<file path="src/rtl/core/ppps_pkg.sv">
// shared types and constants for the ppm p6 stream parser
package ppps_pkg;

   typedef enum logic [2:0] {
      PH_MAGIC  = 3'd0,
      PH_ROWS   = 3'd1,
      PH_COLS   = 3'd2,
      PH_COLOUR = 3'd3,
      PH_PIXELS = 3'd4,
      PH_DONE   = 3'd5
   } phase_type;

   localparam logic [7:0] BYTE_NL    = 8'd10;
   localparam logic [7:0] BYTE_SP    = 8'd32;
   localparam logic [7:0] BYTE_ZERO  = 8'd48;
   localparam logic [7:0] BYTE_NINE  = 8'd57;
   localparam logic [1:0] CHANNEL_LAST = 2'd2;

   typedef struct packed {
      logic [7:0]  pixel_value;
      logic [15:0] row_index;
      logic [15:0] column_index;
      logic [1:0]  channel_index;
      logic        last_component;
      logic [15:0] image_rows;
      logic [15:0] image_columns;
      logic [15:0] max_colour;
   } pix_result_type;

endpackage

</file>
<file path="src/rtl/core/ppm_p6_stream_parser.sv">
// top level of the ppm p6 stream parser
//
//  channel  direction  handshake          payload
//  req      in         req_valid/stall    req_in_byte, req_new_image
//  rsp      out        rsp_valid/stall    pixel component, position, header numbers
//
// one request per cycle in steady state while rsp_stall is low: each byte goes
// through the input register, the combinational header/counter logic, and into
// the result register. a request gives at most one response, from the result register.
// reset is synchronous: phase goes to magic skip, header numbers and counters to zero.
// rsp_stall holds the result register; req_stall rises only when both stages are full.
module ppm_p6_stream_parser
   import ppps_pkg::*;
#(
   parameter int DIM_BITS = 16
) (
   input  logic        clock,
   input  logic        reset,
   input  logic        req_valid,
   output logic        req_stall,
   input  logic [7:0]  req_in_byte,
   input  logic        req_new_image,
   output logic        rsp_valid,
   input  logic        rsp_stall,
   output logic [7:0]  rsp_pixel_value,
   output logic [15:0] rsp_row_index,
   output logic [15:0] rsp_column_index,
   output logic [1:0]  rsp_channel_index,
   output logic        rsp_last_component,
   output logic [15:0] rsp_image_rows,
   output logic [15:0] rsp_image_columns,
   output logic [15:0] rsp_max_colour
);

   logic           in_valid_ff, in_valid_in;
   logic [7:0]     in_byte_ff;
   logic           in_new_ff;
   logic           advance;
   logic           step_fire;
   logic           req_fire;
   logic           res_valid;
   pix_result_type res_data;
   pix_result_type rsp_data;

   assign step_fire = in_valid_ff && advance;
   assign req_stall = in_valid_ff && !advance;
   assign req_fire  = req_valid && !req_stall;
   assign in_valid_in = req_fire ? 1'b1 : (in_valid_ff && !advance);

   always_ff @(posedge clock) begin
      if (reset) begin
         in_valid_ff <= 1'b0;
      end else begin
         in_valid_ff <= in_valid_in;
      end
   end

   always_ff @(posedge clock) begin
      if (req_fire) begin
         in_byte_ff <= req_in_byte;
         in_new_ff  <= req_new_image;
      end
   end

   ppps_parse #(
      .DIM_BITS (DIM_BITS)
   ) u_parse (
      .clock     (clock),
      .reset     (reset),
      .step_fire (step_fire),
      .in_byte   (in_byte_ff),
      .new_image (in_new_ff),
      .res_valid (res_valid),
      .res_data  (res_data)
   );

   ppps_out_reg u_out_reg (
      .clock     (clock),
      .reset     (reset),
      .step_fire (step_fire),
      .res_valid (res_valid),
      .res_data  (res_data),
      .advance   (advance),
      .rsp_stall (rsp_stall),
      .rsp_valid (rsp_valid),
      .rsp_data  (rsp_data)
   );

   assign rsp_pixel_value    = rsp_data.pixel_value;
   assign rsp_row_index      = rsp_data.row_index;
   assign rsp_column_index   = rsp_data.column_index;
   assign rsp_channel_index  = rsp_data.channel_index;
   assign rsp_last_component = rsp_data.last_component;
   assign rsp_image_rows     = rsp_data.image_rows;
   assign rsp_image_columns  = rsp_data.image_columns;
   assign rsp_max_colour     = rsp_data.max_colour;

   a_in_hold: assert property (@(posedge clock) disable iff (reset)
      in_valid_ff && !advance |=> in_valid_ff && $stable(in_byte_ff) && $stable(in_new_ff))
      else $error("held request lost or changed");

   a_in_load: assert property (@(posedge clock) disable iff (reset)
      req_fire |=> in_valid_ff)
      else $error("accepted request not registered");

   a_stall_only_full: assert property (@(posedge clock) disable iff (reset)
      req_stall |-> in_valid_ff && rsp_valid)
      else $error("request stalled with free space");

endmodule

</file>
<file path="src/rtl/core/ppps_parse.sv">
// header state machine, decimal accumulator and pixel position counters
module ppps_parse
   import ppps_pkg::*;
#(
   parameter int DIM_BITS = 16
) (
   input  logic           clock,
   input  logic           reset,
   input  logic           step_fire,
   input  logic [7:0]     in_byte,
   input  logic           new_image,
   output logic           res_valid,
   output pix_result_type res_data
);

   phase_type           phase_ff, phase_in, phase_eff, phase_nx;
   logic [DIM_BITS-1:0] rows_ff, rows_in, rows_eff, rows_nx;
   logic [DIM_BITS-1:0] cols_ff, cols_in, cols_eff, cols_nx;
   logic [DIM_BITS-1:0] colour_ff, colour_in, colour_eff, colour_nx;
   logic [DIM_BITS-1:0] row_ff, row_in, row_eff, row_nx;
   logic [DIM_BITS-1:0] col_ff, col_in, col_eff, col_nx;
   logic [1:0]          chan_ff, chan_in, chan_eff, chan_nx;

   logic [DIM_BITS-1:0] acc_sel, acc_next;
   logic [DIM_BITS+3:0] acc_wide;
   logic [7:0]          digit_diff;
   logic                is_digit;
   logic [DIM_BITS:0]   row_plus, col_plus;
   logic                last;

   function automatic logic [15:0] low16(input logic [DIM_BITS-1:0] v);
      logic [DIM_BITS+15:0] w;
      w = {16'b0, v};
      return w[15:0];
   endfunction

   // request with new_image set sees the reset state
   always_comb begin
      phase_eff  = new_image ? PH_MAGIC : phase_ff;
      rows_eff   = new_image ? '0 : rows_ff;
      cols_eff   = new_image ? '0 : cols_ff;
      colour_eff = new_image ? '0 : colour_ff;
      row_eff    = new_image ? '0 : row_ff;
      col_eff    = new_image ? '0 : col_ff;
      chan_eff   = new_image ? '0 : chan_ff;
   end

   // one shared decimal accumulator, only one number is open at a time
   always_comb begin
      case (phase_eff)
         PH_ROWS: begin
            acc_sel = rows_eff;
         end
         PH_COLS: begin
            acc_sel = cols_eff;
         end
         default: begin
            acc_sel = colour_eff;
         end
      endcase
      is_digit   = (in_byte >= BYTE_ZERO) && (in_byte <= BYTE_NINE);
      digit_diff = in_byte - BYTE_ZERO;
      acc_wide   = {1'b0, acc_sel, 3'b000} + {3'b000, acc_sel, 1'b0}
                 + {{DIM_BITS{1'b0}}, digit_diff[3:0]};
      if (!is_digit) begin
         acc_next = acc_sel;
      end else if (|acc_wide[DIM_BITS+3:DIM_BITS]) begin
         acc_next = '1;
      end else begin
         acc_next = acc_wide[DIM_BITS-1:0];
      end
   end

   always_comb begin
      row_plus = {1'b0, row_eff} + {{DIM_BITS{1'b0}}, 1'b1};
      col_plus = {1'b0, col_eff} + {{DIM_BITS{1'b0}}, 1'b1};
      last     = (row_plus == {1'b0, rows_eff}) && (col_plus == {1'b0, cols_eff})
               && (chan_eff == CHANNEL_LAST);

      phase_nx  = phase_eff;
      rows_nx   = rows_eff;
      cols_nx   = cols_eff;
      colour_nx = colour_eff;
      row_nx    = row_eff;
      col_nx    = col_eff;
      chan_nx   = chan_eff;
      res_valid = 1'b0;

      res_data.pixel_value    = in_byte;
      res_data.row_index      = low16(row_eff);
      res_data.column_index   = low16(col_eff);
      res_data.channel_index  = chan_eff;
      res_data.last_component = last;
      res_data.image_rows     = low16(rows_eff);
      res_data.image_columns  = low16(cols_eff);
      res_data.max_colour     = low16(colour_eff);

      case (phase_eff)
         PH_MAGIC: begin
            if (in_byte == BYTE_NL) phase_nx = PH_ROWS;
         end
         PH_ROWS: begin
            if (in_byte == BYTE_SP) phase_nx = PH_COLS;
            else rows_nx = acc_next;
         end
         PH_COLS: begin
            if (in_byte == BYTE_SP) phase_nx = PH_COLOUR;
            else cols_nx = acc_next;
         end
         PH_COLOUR: begin
            if (in_byte == BYTE_NL) begin
               phase_nx = ((rows_eff == '0) || (cols_eff == '0)) ? PH_DONE : PH_PIXELS;
               row_nx   = '0;
               col_nx   = '0;
               chan_nx  = '0;
            end else begin
               colour_nx = acc_next;
            end
         end
         PH_PIXELS: begin
            res_valid = 1'b1;
            if (last) begin
               phase_nx = PH_DONE;
            end else if (chan_eff != CHANNEL_LAST) begin
               chan_nx = chan_eff + 2'd1;
            end else begin
               chan_nx = '0;
               if (col_plus < {1'b0, cols_eff}) begin
                  col_nx = col_plus[DIM_BITS-1:0];
               end else begin
                  col_nx = '0;
                  row_nx = row_plus[DIM_BITS-1:0];
               end
            end
         end
         default: begin
            phase_nx = phase_eff;
         end
      endcase

      phase_in  = step_fire ? phase_nx  : phase_ff;
      rows_in   = step_fire ? rows_nx   : rows_ff;
      cols_in   = step_fire ? cols_nx   : cols_ff;
      colour_in = step_fire ? colour_nx : colour_ff;
      row_in    = step_fire ? row_nx    : row_ff;
      col_in    = step_fire ? col_nx    : col_ff;
      chan_in   = step_fire ? chan_nx   : chan_ff;
   end

   always_ff @(posedge clock) begin
      if (reset) begin
         phase_ff  <= PH_MAGIC;
         rows_ff   <= '0;
         cols_ff   <= '0;
         colour_ff <= '0;
         row_ff    <= '0;
         col_ff    <= '0;
         chan_ff   <= '0;
      end else begin
         phase_ff  <= phase_in;
         rows_ff   <= rows_in;
         cols_ff   <= cols_in;
         colour_ff <= colour_in;
         row_ff    <= row_in;
         col_ff    <= col_in;
         chan_ff   <= chan_in;
      end
   end

   a_chan_range: assert property (@(posedge clock) disable iff (reset)
      chan_ff <= CHANNEL_LAST)
      else $error("channel counter out of range");

   a_pixels_nonempty: assert property (@(posedge clock) disable iff (reset)
      phase_ff == PH_PIXELS |-> (rows_ff != '0) && (cols_ff != '0))
      else $error("pixel phase with empty image");

   a_pos_in_image: assert property (@(posedge clock) disable iff (reset)
      phase_ff == PH_PIXELS |-> (row_ff < rows_ff) && (col_ff < cols_ff))
      else $error("pixel position outside image");

   a_last_done: assert property (@(posedge clock) disable iff (reset)
      step_fire && res_valid && res_data.last_component |=> phase_ff == PH_DONE)
      else $error("parser not done after last component");

endmodule

</file>
<file path="src/rtl/core/ppps_out_reg.sv">
// result register between the parser and the response channel
module ppps_out_reg
   import ppps_pkg::*;
(
   input  logic           clock,
   input  logic           reset,
   input  logic           step_fire,
   input  logic           res_valid,
   input  pix_result_type res_data,
   output logic           advance,
   input  logic           rsp_stall,
   output logic           rsp_valid,
   output pix_result_type rsp_data
);

   logic           valid_ff, valid_in;
   pix_result_type data_ff;

   // the slot frees when empty or when its request leaves this cycle
   assign advance  = !valid_ff || !rsp_stall;
   assign valid_in = advance ? (step_fire && res_valid) : valid_ff;

   always_ff @(posedge clock) begin
      if (reset) begin
         valid_ff <= 1'b0;
      end else begin
         valid_ff <= valid_in;
      end
   end

   always_ff @(posedge clock) begin
      if (advance) begin
         data_ff <= res_data;
      end
   end

   assign rsp_valid = valid_ff;
   assign rsp_data  = data_ff;

   a_hold_no_loss: assert property (@(posedge clock) disable iff (reset)
      valid_ff && rsp_stall |=> valid_ff && $stable(data_ff))
      else $error("stalled result lost or changed");

   a_no_step_when_full: assert property (@(posedge clock) disable iff (reset)
      step_fire |-> advance)
      else $error("parser stepped while result slot busy");

   a_load_on_result: assert property (@(posedge clock) disable iff (reset)
      step_fire && res_valid |=> valid_ff)
      else $error("result not captured");

endmodule
</file>
<file path="config.mk">
export PLATFORM = sky130hd
export DESIGN_NAME = ppm_p6_stream_parser
export DESIGN_NICKNAME = d
export VERILOG_FILES = /design/src/rtl/core/ppps_pkg.sv /design/src/rtl/core/ppm_p6_stream_parser.sv /design/src/rtl/core/ppps_parse.sv /design/src/rtl/core/ppps_out_reg.sv
export SDC_FILE = /design/constraint.sdc
export NUM_CORES = 1
export LEC_CHECK = 0
export ABC_AREA = 1
export BUFFER_PORTS_ARGS = -buffer_cell sky130_fd_sc_hd__buf_2
export CORE_MARGIN = 1.5
export CORE_UTILIZATION = 60
export DETAILED_ROUTE_END_ITERATION = 8
export GPL_ROUTABILITY_DRIVEN = 0
export PLACE_DENSITY = 0.8
export SYNTH_ARGS = -nofsm -noshare
export SYNTH_HDL_FRONTEND = slang
export SYNTH_SLANG_ARGS = --single-unit
export TNS_END_PERCENT = 30
</file>
<file path="constraint.sdc">
create_clock -name clock -period 6.7 [get_ports clock]
set_clock_uncertainty 0.2 [all_clocks]
set_input_delay 0.67 -clock clock [delete_from_list [all_inputs] [get_ports clock]]
set_output_delay 0.67 -clock clock [all_outputs]
set_load 0.01 [all_outputs]
</file>
==> flow_metrics.tcl <==
set metrics [dict create \
    seq_area_sq_mm 0.004745 \
    syn2layout_area_growth_pct 10.91 \
    io_buffers 105 \
    finalSetupViolCount 0 \
    grt_pass1_vias 9993 \
    hold_start "req_in_byte[4]" \
    ys_async_sr_fraction_pct 0 \
    cp-end-kind "flip-flop" \
    vias_per_cell 5.942 \
    rows 50 \
    grt_use_met3_pct 5.940 \
    fillers 1583 \
    top_usage_layer "met2" \
    rsz0062_at_grt "no" \
    cp_common_cell "nand2_1" \
    cts_resized 0 \
    p_leak_nw 5.815 \
    layout-drive-gt1-share_pct 12.16 \
    grt_max_degree 91 \
    netlist_top_cells_area "edfxtp_1, dfxtp_1, nand2_1" \
    worst_ep_arrival_time_ns 5.72 \
    cts_buffers 17 \
    clkSlewWorstSetupHoldPaths_ns 0.08 \
    synth_top_area_share_pct 26.12 \
    worst_hold_slack_ns 0.1863 \
    drtIter0Drc 1685 \
    seq_area_frac_synth_pct 41.27 \
    max_cap_viol_count 0 \
    cts_tree "built" \
    detailed_place_hpwl_mm 23.97 \
    cts_hold_buffers 0 \
    run_status "completed" \
    worst-setup-path-type "reg2reg" \
    crit_slowest_cell "edfxtp_1" \
    ys_types 48 \
    htree_levels 4 \
    finalNetCount 1712 \
    path_buf_inv 4 \
    detail_route.first_pass.iterations 6 \
    critPathMaxFanout 18 \
    crit_required_ns 6.79 \
    powerDensity_mw_per_mm2 183.4 \
    worstReg2RegStart "in_new_ff" \
    synth_edf_count 100 \
    final.setup.tns_ns 0 \
    synth_fp_nets 1630 \
    grt_pass1_wl_mm 52.61 \
    die_w_microns 141.4 \
    routed_wl_mm 33.28 \
    dr_total_vias 11260 \
    antenna_found_initial 0 \
    route.detailed.drc 0 \
    crit_start "in_new_ff" \
    n_antenna_cell 0 \
    io_pins 106 \
    post_cts_buffers 0 \
    start_util_pct 61.26 \
    slew_headroom_pct 8.581 \
    crit_path_max_incr_delay_ns 0.64 \
    yosys.area.top_type "edfxtp_1" \
    wl_per_cell_microns 17.56 \
    irDropWorstVdd_mv 0.1816 \
    min_period_ns 5.625 \
    clock_latency_ns 0.46 \
    syn_area_sq_mm 0.01150 \
    fmax_mhz 177.8 \
    maxSlewViolCount 0 \
    final_hold_viol_count 0 \
    synth_warnings 0 \
    die_height_microns 141.4 \
    period_share_pct 83.95 \
    met2_usage_pct 51.96 \
    clock-sinks 187 \
    min_path_type "in2reg" \
    avgSynthCellArea_sq_um 7.342 \
    grt_util_met1_pct 47.49 \
    finalCoreUtilization_pct 67.95 \
    antenna_left 0 \
    cts_root_buffer "clkbuf_16" \
    layout_setup_ws_ns 1.075 \
    crit_family "simple AND/OR/NAND/NOR gates" \
    tightest_slew_ns 1.366 \
    crit_chain "inv_2 -> nand2_1 -> inv_1 -> nand3_2 -> nand2_1 -> inv_2 -> a21oi_1 -> fa_1 -> fa_1 -> nor3_1 -> nor2_1 -> o21ai_0 -> nand3_1 -> nand3_1 -> nand2_1 -> inv_1 -> nand4_1 -> nand2_1 -> nand2_1 -> nand2_1 -> a21oi_1" \
    start_kind "flip-flop" \
    multi_input_area_sq_mm 0.005630 \
    synth_cells 1566 \
    yosysMostFrequentCell "nand2_1" \
    dp_slack_ns 1.261 \
    synth.cells.most_frequent "nand2_1, inv_1, a21oi_1" \
    synth-seq-cells 187 \
    coreArea_sq_mm 0.01877 \
    die_area_sq_mm 0.02000 \
    grtUsageTotal_pct 33.65 \
    cts_buffer_depth 2 \
    grt_overflow 0 \
    ys.flop_type "edfxtp_1" \
]
[flip-flops by register name (all words and copies together) (netlist names)]
register             flops
u_out_reg.rsp_data      91
u_parse.col_ff          16
u_parse.colour_ff       16
u_parse.cols_ff         16
u_parse.row_ff          16
u_parse.rows_ff         16
in_byte_ff               8
u_parse.phase_ff         3
u_parse.chan_ff          2
in_new_ff                1
in_valid_ff              1
u_out_reg.rsp_valid      1
[worst register-to-register path: stages, from the launching register on]
cell	delay, ns
edfxtp_1	0.64
inv_2	0.28
nand2_1	0.10
inv_1	0.15
nand3_2	0.35
nand2_1	0.21
inv_2	0.19
a21oi_1	0.35
fa_1	0.52
fa_1	0.52
nor3_1	0.26
nor2_1	0.11
o21ai_0	0.29
nand3_1	0.14
nand3_1	0.09
nand2_1	0.05
inv_1	0.45
nand4_1	0.24
nand2_1	0.14
nand2_1	0.06
nand2_1	0.06
a21oi_1	0.07
[final cells by class]
class / instances / share of cell area [%]
inverter: 228 / 6.711
clock inverter: 15 / 1.354
multi-input combinational: 1095 / 44.15
timing repair buffer: 119 / 4.945
tap: 234 / 2.296
clock buffer: 17 / 3.336
sequential: 187 / 37.21
[cell families (layout without fill, tap and decap cells)]
| family | count (synthesis) | after routing | share of synthesized area (%) |
|---|---|---|---|
| DFF | 187 | 187 | 41.27 |
| and+or+nand+nor | 770 | 770 | 29.58 |
| AOI/OAI and AO/OA | 254 | 254 | 12.04 |
| adders and majority gates | 51 | 51 | 5.681 |
| buffers and inverters | 284 | 379 | 9.914 |
| xor gates and xnor gates | 20 | 20 | 1.524 |
[layer usage]
metal  wire length, microns  vias up
met4                   1177        0
met5                      0        -
li1                       -     5325
met3                   3834      109
met1                  13680     5090
met2                  14590      737
[per-stage QoR]
step	area (sq um)	std cells	power, mW
4_1_cts	12750	1895	2.334
2_1_floorplan	11500	1566	1.311
3_3_place_gp	12150	1863	1.338
6_report	12750	1895	2.339
3_5_place_dp	12150	1863	1.340
5_1_grt	12750	1895	2.395
[worst paths after layout]
| path | endpoint | slack [ns] | cells past startpoint |
|---|---|---|---|
| setup / recovery | u_parse.rows_ff[15] | 1.08 | 21 |
| hold / removal | in_byte_ff[4] | 0.19 | 1 |
| setup reg to reg | u_parse.rows_ff[15] | 1.08 | 21 |
| hold reg to reg | u_out_reg.rsp_data[89] | 0.25 | 0 |
[layout by cell type (no fill, tap or decap), drive strengths merged, types with 3 or more instances in the layout]
cell    instances
nor3           14
a21oi         152
nand3b          4
nor2          160
nand4          48
buf           119
nand2         438
edfxtp        100
o21a            5
xor2           17
xnor2           3
ha             49
o211ai          8
nor4            9
o22ai          16
clkinv         10
clkbuf         17
inv           232
dfxtp          87
a31oi          16
nand3          92
o21ai          51
[power by group]
part	switching (mW)	leakage (nW)	internal [mW]
combinational	0.0768	3.63	0.0247
sequential	0.00662	1.90	1.21
clock	0.519	0.288	0.503
total	0.603	5.81	1.74
No activity file was read; power rests on OpenSTA's default activity.
